`src/rtl/prtq_pkg.sv`:
```
package prtq_pkg;

  // Fixed field widths
  localparam int PORT_W   = 6;
  localparam int OP_W     = 2;
  localparam int STATUS_W = 2;
  localparam int COUNT_W  = 5;
  localparam int CAPL_W   = 3;

  // Operation codes
  localparam logic [OP_W-1:0] OP_ENQUEUE  = 2'd0;
  localparam logic [OP_W-1:0] OP_COMPLETE = 2'd1;
  localparam logic [OP_W-1:0] OP_CLEAR    = 2'd2;
  localparam logic [OP_W-1:0] OP_VERIFY   = 2'd3;

  // Status codes
  localparam logic [STATUS_W-1:0] STATUS_OK        = 2'd0;
  localparam logic [STATUS_W-1:0] STATUS_FULL      = 2'd1;
  localparam logic [STATUS_W-1:0] STATUS_NOT_FRONT = 2'd2;

endpackage

```
`src/rtl/prtq_ring.sv`:
```
module prtq_ring #(
  parameter int DEPTH = 16,
  parameter int AW    = 4
) (
  input  logic                        clk,
  input  logic                        wr_en,
  input  logic [AW-1:0]               wr_addr,
  input  logic [prtq_pkg::PORT_W-1:0] wr_data,
  input  logic                        rd_en,
  input  logic [AW-1:0]               rd_addr,
  output logic [prtq_pkg::PORT_W-1:0] rd_data
);
  import prtq_pkg::*;

  logic [PORT_W-1:0] mem [DEPTH];

  // Write port
  always_ff @(posedge clk) begin
    if (wr_en) begin
      mem[wr_addr] <= wr_data;
    end
  end

  // Registered read port
  always_ff @(posedge clk) begin
    if (rd_en) begin
      rd_data <= mem[rd_addr];
    end
  end

endmodule

```
`src/rtl/port_request_turn_queue_top.sv`:
```
// First-come turn queue of port numbers kept in a ring memory with one
// registered read port. One item is worked on at a time; busy is high while
// an item is in flight or a capacity write is presented. Enqueue and any item
// with a port number outside the port range finish in the idle state.
// Complete and verify do one ring read of the front entry, except on an empty
// queue. Clear walks the queued entries through the single read port, one
// entry per cycle, except on an empty queue. Each result appears on the
// result ports for one cycle with done high, registered as the work ends; the
// receiver cannot stall it, so results must be taken as they come. Writing
// capacity_log2 empties the queue.
module port_request_turn_queue_top #(
  parameter int MAX_DEPTH = 16,
  parameter int NUM_PORTS = 64
) (
  input  logic                          clk,
  input  logic                          rst,
  // command channel
  input  logic                          start,
  output logic                          busy,
  input  logic [prtq_pkg::OP_W-1:0]     opcode,
  input  logic [prtq_pkg::PORT_W-1:0]   port_number,
  // result channel
  output logic                          done,
  output logic [prtq_pkg::STATUS_W-1:0] status,
  output logic                          is_front,
  output logic                          removed,
  output logic [prtq_pkg::COUNT_W-1:0]  entry_count,
  output logic                          port_requested,
  // capacity register write channel
  input  logic                          cfg_valid,
  output logic                          cfg_ready,
  input  logic [prtq_pkg::CAPL_W-1:0]   cfg_data
);
  import prtq_pkg::*;

  localparam int PW  = (MAX_DEPTH > 1) ? $clog2(MAX_DEPTH) : 1;
  localparam int CW  = $clog2(MAX_DEPTH + 1);
  localparam int FIW = $clog2(NUM_PORTS);
  localparam int EXW = 9;

  localparam logic [1:0] ST_IDLE  = 2'd0;
  localparam logic [1:0] ST_FRONT = 2'd1;
  localparam logic [1:0] ST_WALK  = 2'd2;

  logic [1:0]           state;
  logic [PW-1:0]        wp;
  logic [PW-1:0]        rp;
  logic [CW-1:0]        count;
  logic [NUM_PORTS-1:0] flags;
  logic [CAPL_W-1:0]    cap_log2;
  logic [OP_W-1:0]      op_r;
  logic [PORT_W-1:0]    port_r;
  logic [PW-1:0]        cur;
  logic [PW-1:0]        prev;
  logic [CW-1:0]        idx;
  logic                 hit;

  // Ring memory controls
  logic              wr_en;
  logic [PW-1:0]     wr_addr;
  logic [PORT_W-1:0] wr_data;
  logic              rd_en;
  logic [PW-1:0]     rd_addr;
  logic [PORT_W-1:0] rd_data;

  // Capacity, saturated at the ring depth
  logic [EXW-1:0] cap_pow;
  logic [CW-1:0]  cap;

  assign cap_pow = EXW'(1) << cap_log2;
  assign cap     = (cap_pow > EXW'(MAX_DEPTH)) ? CW'(MAX_DEPTH) : cap_pow[CW-1:0];

  function automatic logic [PW-1:0] advance(input logic [PW-1:0] p,
                                            input logic [CW-1:0] c);
    logic [CW-1:0] n;
    n = CW'(p) + CW'(1);
    return (n >= c) ? '0 : n[PW-1:0];
  endfunction

  // Port under work: live input when idle, latched copy afterwards
  logic [PORT_W-1:0] act_port;
  logic [EXW-1:0]    port_ext;
  logic              in_range;
  logic [FIW-1:0]    fidx;
  logic              flag_now;

  assign act_port = (state == ST_IDLE) ? port_number : port_r;
  assign port_ext = EXW'(act_port);
  assign in_range = port_ext < EXW'(NUM_PORTS);
  assign fidx     = port_ext[FIW-1:0];
  assign flag_now = in_range & flags[fidx];

  // Handshakes
  logic accept;
  logic full;
  logic empty;

  assign busy      = (state != ST_IDLE) | cfg_valid;
  assign cfg_ready = (state == ST_IDLE);
  assign accept    = start & ~busy;
  assign full      = count >= cap;
  assign empty     = (count == '0);

  // Walk bookkeeping
  logic          walk_last;
  logic          hit_now;
  logic          front_match;
  logic [PW-1:0] cur_adv;

  assign walk_last   = (idx + CW'(1)) == count;
  assign hit_now     = hit | (rd_data == port_r);
  assign front_match = (rd_data == port_r);
  assign cur_adv     = advance(cur, cap);

  // Memory read and write requests
  always_comb begin
    rd_en   = 1'b0;
    rd_addr = rp;
    wr_en   = 1'b0;
    wr_addr = wp;
    wr_data = port_number;
    case (state)
      ST_IDLE: begin
        if (accept && in_range) begin
          if (opcode == OP_ENQUEUE) begin
            wr_en = ~full;
          end else begin
            rd_en = ~empty;
          end
        end
      end
      ST_WALK: begin
        // shift the entry one place toward the front once the port was found
        wr_en   = (idx != '0) & hit;
        wr_addr = prev;
        wr_data = rd_data;
        rd_en   = ~walk_last;
        rd_addr = cur_adv;
      end
      default: begin
      end
    endcase
  end

  prtq_ring #(
    .DEPTH (MAX_DEPTH),
    .AW    (PW)
  ) u_ring (
    .clk     (clk),
    .wr_en   (wr_en),
    .wr_addr (wr_addr),
    .wr_data (wr_data),
    .rd_en   (rd_en),
    .rd_addr (rd_addr),
    .rd_data (rd_data)
  );

  // Control state
  always_ff @(posedge clk) begin
    if (rst) begin
      state    <= ST_IDLE;
      wp       <= '0;
      rp       <= '0;
      count    <= '0;
      flags    <= '0;
      cap_log2 <= CAPL_W'(4);
      done     <= 1'b0;
    end else begin
      done <= 1'b0;
      case (state)
        ST_IDLE: begin
          if (cfg_valid) begin
            cap_log2 <= cfg_data;
            wp       <= '0;
            rp       <= '0;
            count    <= '0;
            flags    <= '0;
          end else if (start) begin
            if (!in_range) begin
              done <= 1'b1;
            end else begin
              case (opcode)
                OP_ENQUEUE: begin
                  done <= 1'b1;
                  if (!full) begin
                    flags[fidx] <= 1'b1;
                    wp          <= advance(wp, cap);
                    count       <= count + CW'(1);
                  end
                end
                OP_CLEAR: begin
                  if (empty) begin
                    done <= 1'b1;
                  end else begin
                    state <= ST_WALK;
                  end
                end
                default: begin
                  // complete and verify look at the front entry
                  if (empty) begin
                    done <= 1'b1;
                  end else begin
                    state <= ST_FRONT;
                  end
                end
              endcase
            end
          end
        end
        ST_FRONT: begin
          done  <= 1'b1;
          state <= ST_IDLE;
          if (op_r == OP_COMPLETE && front_match) begin
            rp          <= advance(rp, cap);
            count       <= count - CW'(1);
            flags[fidx] <= 1'b0;
          end
        end
        ST_WALK: begin
          if (walk_last) begin
            done  <= 1'b1;
            state <= ST_IDLE;
            if (hit_now) begin
              wp          <= (wp == '0) ? PW'(cap - CW'(1)) : wp - PW'(1);
              count       <= count - CW'(1);
              flags[fidx] <= 1'b0;
            end
          end
        end
        default: begin
          state <= ST_IDLE;
        end
      endcase
    end
  end

  // Item latch and walk pointers
  always_ff @(posedge clk) begin
    if (state == ST_IDLE) begin
      if (accept) begin
        op_r   <= opcode;
        port_r <= port_number;
      end
      cur  <= rp;
      prev <= rp;
      idx  <= '0;
      hit  <= 1'b0;
    end else if (state == ST_WALK) begin
      cur  <= cur_adv;
      prev <= cur;
      idx  <= idx + CW'(1);
      hit  <= hit_now;
    end
  end

  // Result registers
  always_ff @(posedge clk) begin
    case (state)
      ST_IDLE: begin
        status         <= STATUS_OK;
        is_front       <= 1'b0;
        removed        <= 1'b0;
        entry_count    <= COUNT_W'(count);
        port_requested <= flag_now;
        if (in_range) begin
          if (opcode == OP_ENQUEUE) begin
            if (full) begin
              status <= STATUS_FULL;
            end else begin
              entry_count    <= COUNT_W'(count + CW'(1));
              port_requested <= 1'b1;
            end
          end else if (opcode == OP_COMPLETE && empty) begin
            status <= STATUS_NOT_FRONT;
          end
        end
      end
      ST_FRONT: begin
        status         <= STATUS_OK;
        is_front       <= 1'b0;
        removed        <= 1'b0;
        entry_count    <= COUNT_W'(count);
        port_requested <= flag_now;
        if (op_r == OP_COMPLETE) begin
          if (front_match) begin
            entry_count    <= COUNT_W'(count - CW'(1));
            port_requested <= 1'b0;
          end else begin
            status <= STATUS_NOT_FRONT;
          end
        end else begin
          is_front <= front_match;
        end
      end
      ST_WALK: begin
        status         <= STATUS_OK;
        is_front       <= 1'b0;
        removed        <= hit_now;
        entry_count    <= hit_now ? COUNT_W'(count - CW'(1)) : COUNT_W'(count);
        port_requested <= hit_now ? 1'b0 : flag_now;
      end
      default: begin
        status <= STATUS_OK;
      end
    endcase
  end

endmodule
```
`config.mk`:
```
export PLATFORM = sky130hd
export DESIGN_NAME = port_request_turn_queue_top
export DESIGN_NICKNAME = d
export VERILOG_FILES = /design/src/rtl/prtq_pkg.sv /design/src/rtl/prtq_ring.sv /design/src/rtl/port_request_turn_queue_top.sv
export SDC_FILE = /design/constraint.sdc
export NUM_CORES = 1
export LEC_CHECK = 0
export ABC_AREA = 1
export ABC_CLOCK_PERIOD_IN_PS = 3300
export BUFFER_PORTS_ARGS = -buffer_cell sky130_fd_sc_hd__buf_2
export CORE_UTILIZATION = 35
export CTS_BUF_LIST = sky130_fd_sc_hd__clkbuf_8
export CTS_CLUSTER_DIAMETER = 50
export CTS_CLUSTER_SIZE = 16
export DETAILED_ROUTE_END_ITERATION = 12
export GPL_TIMING_DRIVEN = 0
export PLACE_DENSITY = 0.51
export SETUP_SLACK_MARGIN = 0.3
export SYNTH_ARGS = -nofsm -noshare
export SYNTH_HDL_FRONTEND = slang
export SYNTH_HIERARCHICAL = 1
export SYNTH_SLANG_ARGS = --single-unit
```
`constraint.sdc`:
```
create_clock -name clk -period 3.3 [get_ports clk]
set_input_delay 0.33 -clock clk [delete_from_list [all_inputs] [get_ports clk]]
set_output_delay 0.33 -clock clk [all_outputs]
set_load 0.01 [all_outputs]
```
# Yosys cells after proc, flatten, opt, wreduce, memory -nomap -nowiden
# Memory sizes are Yosys's and may differ from the RTL's. A register that Yosys moved wholly into a read port is not among the register bits.
# Index checks and enable logic that the tools add are counted.
[word_totals]
input_bits = 15
out_inout_bits = 13
mem_count = 1
ramBits = 96
regBits = 115
elab_cells = 181
[mem_list]
columns = ["memory", "depth", "word_bits", "rd", "rd_ports_with_merged_regs", "write_ports", "line_no", "text"]
rows = [
  ["u_ring.mem", 16, 6, 1, 1, 1, "prtq_ring.sv:15", "logic [PORT_W-1:0] mem [DEPTH];"],
]
[op_classes]
n_eq_ne = 20
add_sub_neg = 8
shift = 1
reduce_logical = 24
mux = 89
bitwise = 12
order_cmp = 8
[ops]
columns = ["operator", "count"]
rows = [
  ["$mux 64", 8],
  ["$pmux 64 s3", 1],
  ["$mux 4", 19],
  ["$and 64x64->64", 1],
  ["$not 64->64", 1],
  ["$or 64x64->64", 1],
  ["$mux 5", 11],
  ["$pmux 5 s3", 2],
  ["$mux 1", 22],
  ["$mux 2", 11],
  ["$ge 5x5->1", 4],
  ["$ne 2x2->1 const B", 8],
  ["$pmux 4 s2", 2],
  ["$add 4x1->5 const B", 3],
  ["$lt 6x7->1 const B", 2],
  ["$mux 6", 2],
  ["$pmux 2 s2", 3],
  ["$add 5x1->5 const B", 2],
  ["$reduce_bool 2->1", 5],
  ["$gt 9x5->1 const B", 1],
  ["$shl 1x3->9 const A", 1],
  ["$pmux 1 s2", 4],
  ["$reduce_and 8->1", 1],
  ["$sub 4x1->4 const B", 2],
  ["other kinds (27)", 45],
]

# Longest topological paths before layout
[logic_depth]
depth_word = 13
depth_mapped = 19
mapped_depth_nobuf = 18

# Hierarchy
# The synthesis kept the hierarchy.
[by_module_without_submodules]
columns = ["mod", "cells_per_inst", "seq_area_each_um2", "area_per_inst_um2", "instances"]
rows = [
  ["port_request_turn_queue_top", 1392, 2542.4, 8374.3, 1],
  ["prtq_ring", 420, 3062.9, 4388.0, 1],
]

# Worst setup path before layout
# OpenSTA, ideal clock, no wires.
[synth_timing]
kind = "register -> register"
startpoint = "reg cur[0]"
endpoint = "reg u_ring/rd_data[5] (netlist bit), read port of u_ring.mem, data pin"
stages_incl_launch_ff = 16
synth_period_minus_slack_ps = 3339
setup_ps = 255
arrival_ps = 3084
setup_slack_ps = -39
t_required_ps = 3045
n_path_buf = 2
path_cell_list = "edfxtp_1 > ha_1 > xor2_1 > ha_1 > a21oi_1 > nor2_1 > a2111oi_0 > nand3_1 > o21ai_0 > buf_4 > buf_4 > nand2_1 > nand3_1 > nand3_1 > nand3_1 > nand2_1"
[synth_via]
elab_chain_len = 4
[synth_rtl]
columns = ["item", "line_no", "text"]
rows = [
  ["start: declaration", "port_request_turn_queue_top.sv:53", "logic [PW-1:0] cur;"],
  ["start signal: assignment", "port_request_turn_queue_top.sv:244", "cur <= rp;"],
  ["start signal: assignment", "port_request_turn_queue_top.sv:249", "cur <= cur_adv;"],
  ["$add 4x1->5 (*)", "port_request_turn_queue_top.sv:76", "n = CW'(p) + CW'(1);"],
  ["$ge 5x5->1", "port_request_turn_queue_top.sv:77", "return (n >= c) ? '0 : n[PW-1:0];"],
  ["$mux 4 (*)", "port_request_turn_queue_top.sv:77", ""],
  ["$mux 4 (*)", "port_request_turn_queue_top.sv:122", "case (state)"],
  ["net rd_addr[0]", "port_request_turn_queue_top.sv:63", "logic [PW-1:0] rd_addr;"],
  ["end: declaration", "prtq_ring.sv:11", "output logic [prtq_pkg::PORT_W-1:0] rd_data"],
]
# The timed path passes the listed nets; every way through them passes the cells marked *.
# A chain may end at the register's enable or synchronous reset.

# Worst setup path after layout
[layout_timing]
startpoint = "reg cur[1]"
endpoint = "reg u_ring/rd_data[0] (netlist bit), read port of u_ring.mem, data pin"
[layout_via]
elab_chain_len = 4
[layout_rtl]
columns = ["item", "line_no"]
rows = [
  ["$add 4x1->5", "port_request_turn_queue_top.sv:76"],
  ["$ge 5x5->1", "port_request_turn_queue_top.sv:77"],
  ["$mux 4", "port_request_turn_queue_top.sv:77"],
  ["$mux 4", "port_request_turn_queue_top.sv:122"],
  ["net rd_addr[0]", "port_request_turn_queue_top.sv:63"],
]
# The timed path passes the listed nets, and every way through them passes these cells.

==> summary.md <==
| Metric | Value |
|---|---|
| Peak Freq | `0.314 GHz` |
| Die height | `193 µm` |
| Via-to-Cell Ratio | `4.99` |
| DR WL/cell | `17.1 µm` |
| Sequential share of power | `24.7%` |
| Die outline width | `193 µm` |
| Core box area | `35700 µm²` |
| Number of synthesized register bits | `217` |
| Wire length of the first global-routing pass | `64.0 mm` |
| DRT Pass-1 Iters | `7` |
| Number of library cell types mapped by synthesis | `34` |
| Num CTS Buffers | `36` |
| Hold path cells | `3` |
| Critical Path Fanout Max | `5` |
| CTS tree | `done` |
| Initial Util | `35.7%` |
| Register clock-pin slew on the reported worst setup and hold paths | `0.07 ns` |
| MaxCap Viol Count | `0` |
| WL final | `41.3 mm` |
| Post-synth top area share | `29.6%` |
| Most common cell after layout, fill and taps aside | `nand2_1` |
| Dpl ws | `-0.660 ns` |
| Area contributors post-synth | `edfxtp_1, nand2_1, dfxtp_1` |
| RSZ-0062 raised after global routing | `true` |
| Clk pwr share | `17.3%` |
| Layout cells sized above 1 | `17.4%` |
| Cells after Synth | `1812` |
| GR Overflow Total | `0` |
| Peak VDD IR | `0.443 mV` |
| H-tree Lvls | `2` |
| Die area | `37200 µm²` |
| ANT nets after route | `0` |
| Comb power frac | `58.0%` |
| Skew final | `0.0323 ns` |
| Initial antenna violation count | `0` |
| Post-synth EDFFs | `126` |
| PD cells | `993 nW/µm²` |
| CTS root buffer | `clkbuf_8` |
| Kind of critical path | `flip-flop to flip-flop` |
| CP endpoint kind | `flip-flop` |
| ANT cells | `0` |
| LEAKAGE | `7.00 nW` |
| Primary FF master, synth | `edfxtp_1` |
| Row cnt | `69` |
| CTS max path bufs | `3` |
| Port Buf Inserts | `27` |
| Cell Count Post-Placement | `2304` |
| Slew @ Worst Pin | `0.965 ns` |
| Startpoint Class | `flip-flop` |
| Tmin final | `3.19 ns` |
| Yosys warns | `6` |
| P_sw | `0.00760 W` |
| FF-to-FF path depth | `17` |
| Layout Nets | `1974` |
| Sw frac | `49.6%` |
| Post-route clock period utilization | `96.6%` |
| Dpl hpwl | `28.3 mm` |
| Syn Nets | `1862` |
| Commonest cells after routing, fill and taps aside | `nand2_1, inv_1, nor2_1, edfxtp_1, nand3_1` |
| Fin. max-slew vios | `0` |
| Setup Viol. Count Final | `0` |
| Avg Cell Area, Syn | `7.04 µm²` |
| Critical Path RT | `3.62 ns` |
| DRT iter0 DRCs | `890` |
| Clock latency on the worst-skew pair | `0.57 ns` |
| Via count of the first global-routing pass | `11300` |
| GRT Total Usage | `22.4%` |
| Fraction of registers with async set/reset | `0%` |
| Yosys top cell by area | `edfxtp_1` |
| Final worst setup slack | `0.112 ns` |
| WP data arrival | `3.50 ns` |
| Fillers | `3747` |
| Slew headroom | `35.6%` |
| RePlAce Congestion | `0.874` |
| Hold Vio Cnt, Final | `0` |
| DRC errors left | `0` |
| Area Growth Syn to Fin | `20.9%` |
| Internal | `0.00772 W` |
| DR vias | `12000` |
| Sequential area share after synthesis | `43.9%` |
| Fin cells | `2413` |
| I/O pin total | `28` |
| Status | `finished clean` |
| Hold crit path type | `input port to flip-flop` |
| Netlist Area Pre-Place | `12800 µm²` |
| Clock sink total | `217` |
| Largest net degree at the start of global routing | `17` |
==> cells by family (layout without fill, tap and decap cells) <==
logic type | after synthesis | in the layout | share of synthesized area [%]
XOR/XNOR | 13 | 13 | 0.892
AO/OA/AOI/OAI | 215 | 215 | 8.80
adder cells (fa/ha/maj) | 35 | 35 | 3.43
buffers and inverters | 322 | 462 | 10.5
flip-flops | 217 | 217 | 43.9
AND/OR/NAND/NOR | 1010 | 1010 | 32.5
==> synthesized netlist by cell type (all sizes together) (11+ instances only) <==
library cell / n
nand3: 137
inv: 237
nor3: 56
ha: 35
nand4: 17
nand2: 574
dfxtp: 91
nor2: 222
a21oi: 79
edfxtp: 126
xor2: 11
o21ai: 119
buf: 47
clkbuf: 32
==> power by group through the flow <==
stage | clock [W] | sequential, W | combinational [W]
final | 0.00266 | 0.00378 | 0.00888
after global routing | 0.00283 | 0.00383 | 0.00987
after floorplan | 0 | 0.00377 | 0.00545
after detailed placement | 0 | 0.00382 | 0.00784
after CTS | 0.00273 | 0.00377 | 0.00819
after global placement | 0 | 0.00383 | 0.00774
==> state kept, by name (all words and copies together), names as in the netlist, 3 cells and up <==
signal          cells
count               5
wp                  4
rp                  4
u_ring/rd_data      6
flags              64
cap_log2            3
entry_count         5
u_ring/mem         96
prev                4
cur                 4
idx                 5
port_r              6
==> worst max-delay path: stages, from the launching register on <==
cell       delay (ns)
edfxtp_1         0.49
ha_4             0.23
xor2_4           0.17
ha_4             0.23
a21oi_4          0.16
nor2_4           0.06
a2111oi_4        0.36
nand3_2          0.17
o21ai_4          0.28
buf_6            0.16
inv_6            0.05
clkbuf_16        0.15
nand2_4          0.05
nand2_2          0.06
nand2_2          0.06
nand3_2          0.09
nand3_2          0.08
nand2_2          0.09
==> final cells by class <==
cell class	instances	area, µm²	area share (%)
Sequential cell	217	5610	36.4
Inverter	243	937	6.07
Timing Repair Buffer	74	594	3.85
Multi-Input combinational cell	1273	6400	41.5
Clock inverter	28	256	1.66
Tap cell	461	577	3.74
Clock buffer	38	523	3.39
Buffer	79	531	3.44
==> metal layers <==
layer	global-route usage, %	part of all wire [%]
met4	6.22	2.0
met1	30.7	46
met3	3.62	5.9
met5	0	0
met2	36.5	46
==> final timing paths <==
check                            startpoint                end  slack (ns)
worst max-delay path                 cur[1]  u_ring/rd_data[0]        0.11
worst min-delay path            cfg_data[2]        cap_log2[2]        0.05
worst max register to register       cur[1]  u_ring/rd_data[0]        0.11
worst min register to register     flags[8]           flags[8]        0.52
==> metrics by stage <==
stage	util, %	power [W]	setup TNS (ns)	hold slack, ns	cell area [µm²]
after floorplan	-	0.00922	0	0.399	12800
after global placement	37.7	0.0116	-90.93	0.505	13500
after detailed placement	37.9	0.0117	-54.26	0.511	13500
after CTS	41.3	0.0147	0	0.0153	14800
after global routing	43.2	0.0165	-0.112	0.0236	15400
final	43.2	0.0153	0	0.0485	15400
==> repair_timing <==
item | CTS | global route
setup buffers | 10 | 22
pin swaps | 11 | 49
hold buffers | 8 | 0
hold endpoints to repair | 10 | 0
cloned | 0 | 3
endpoints found under the setup margin | 227 | 170
gates resized for setup | 80 | 116
Note: power is estimated with default switching activity, not from simulation.
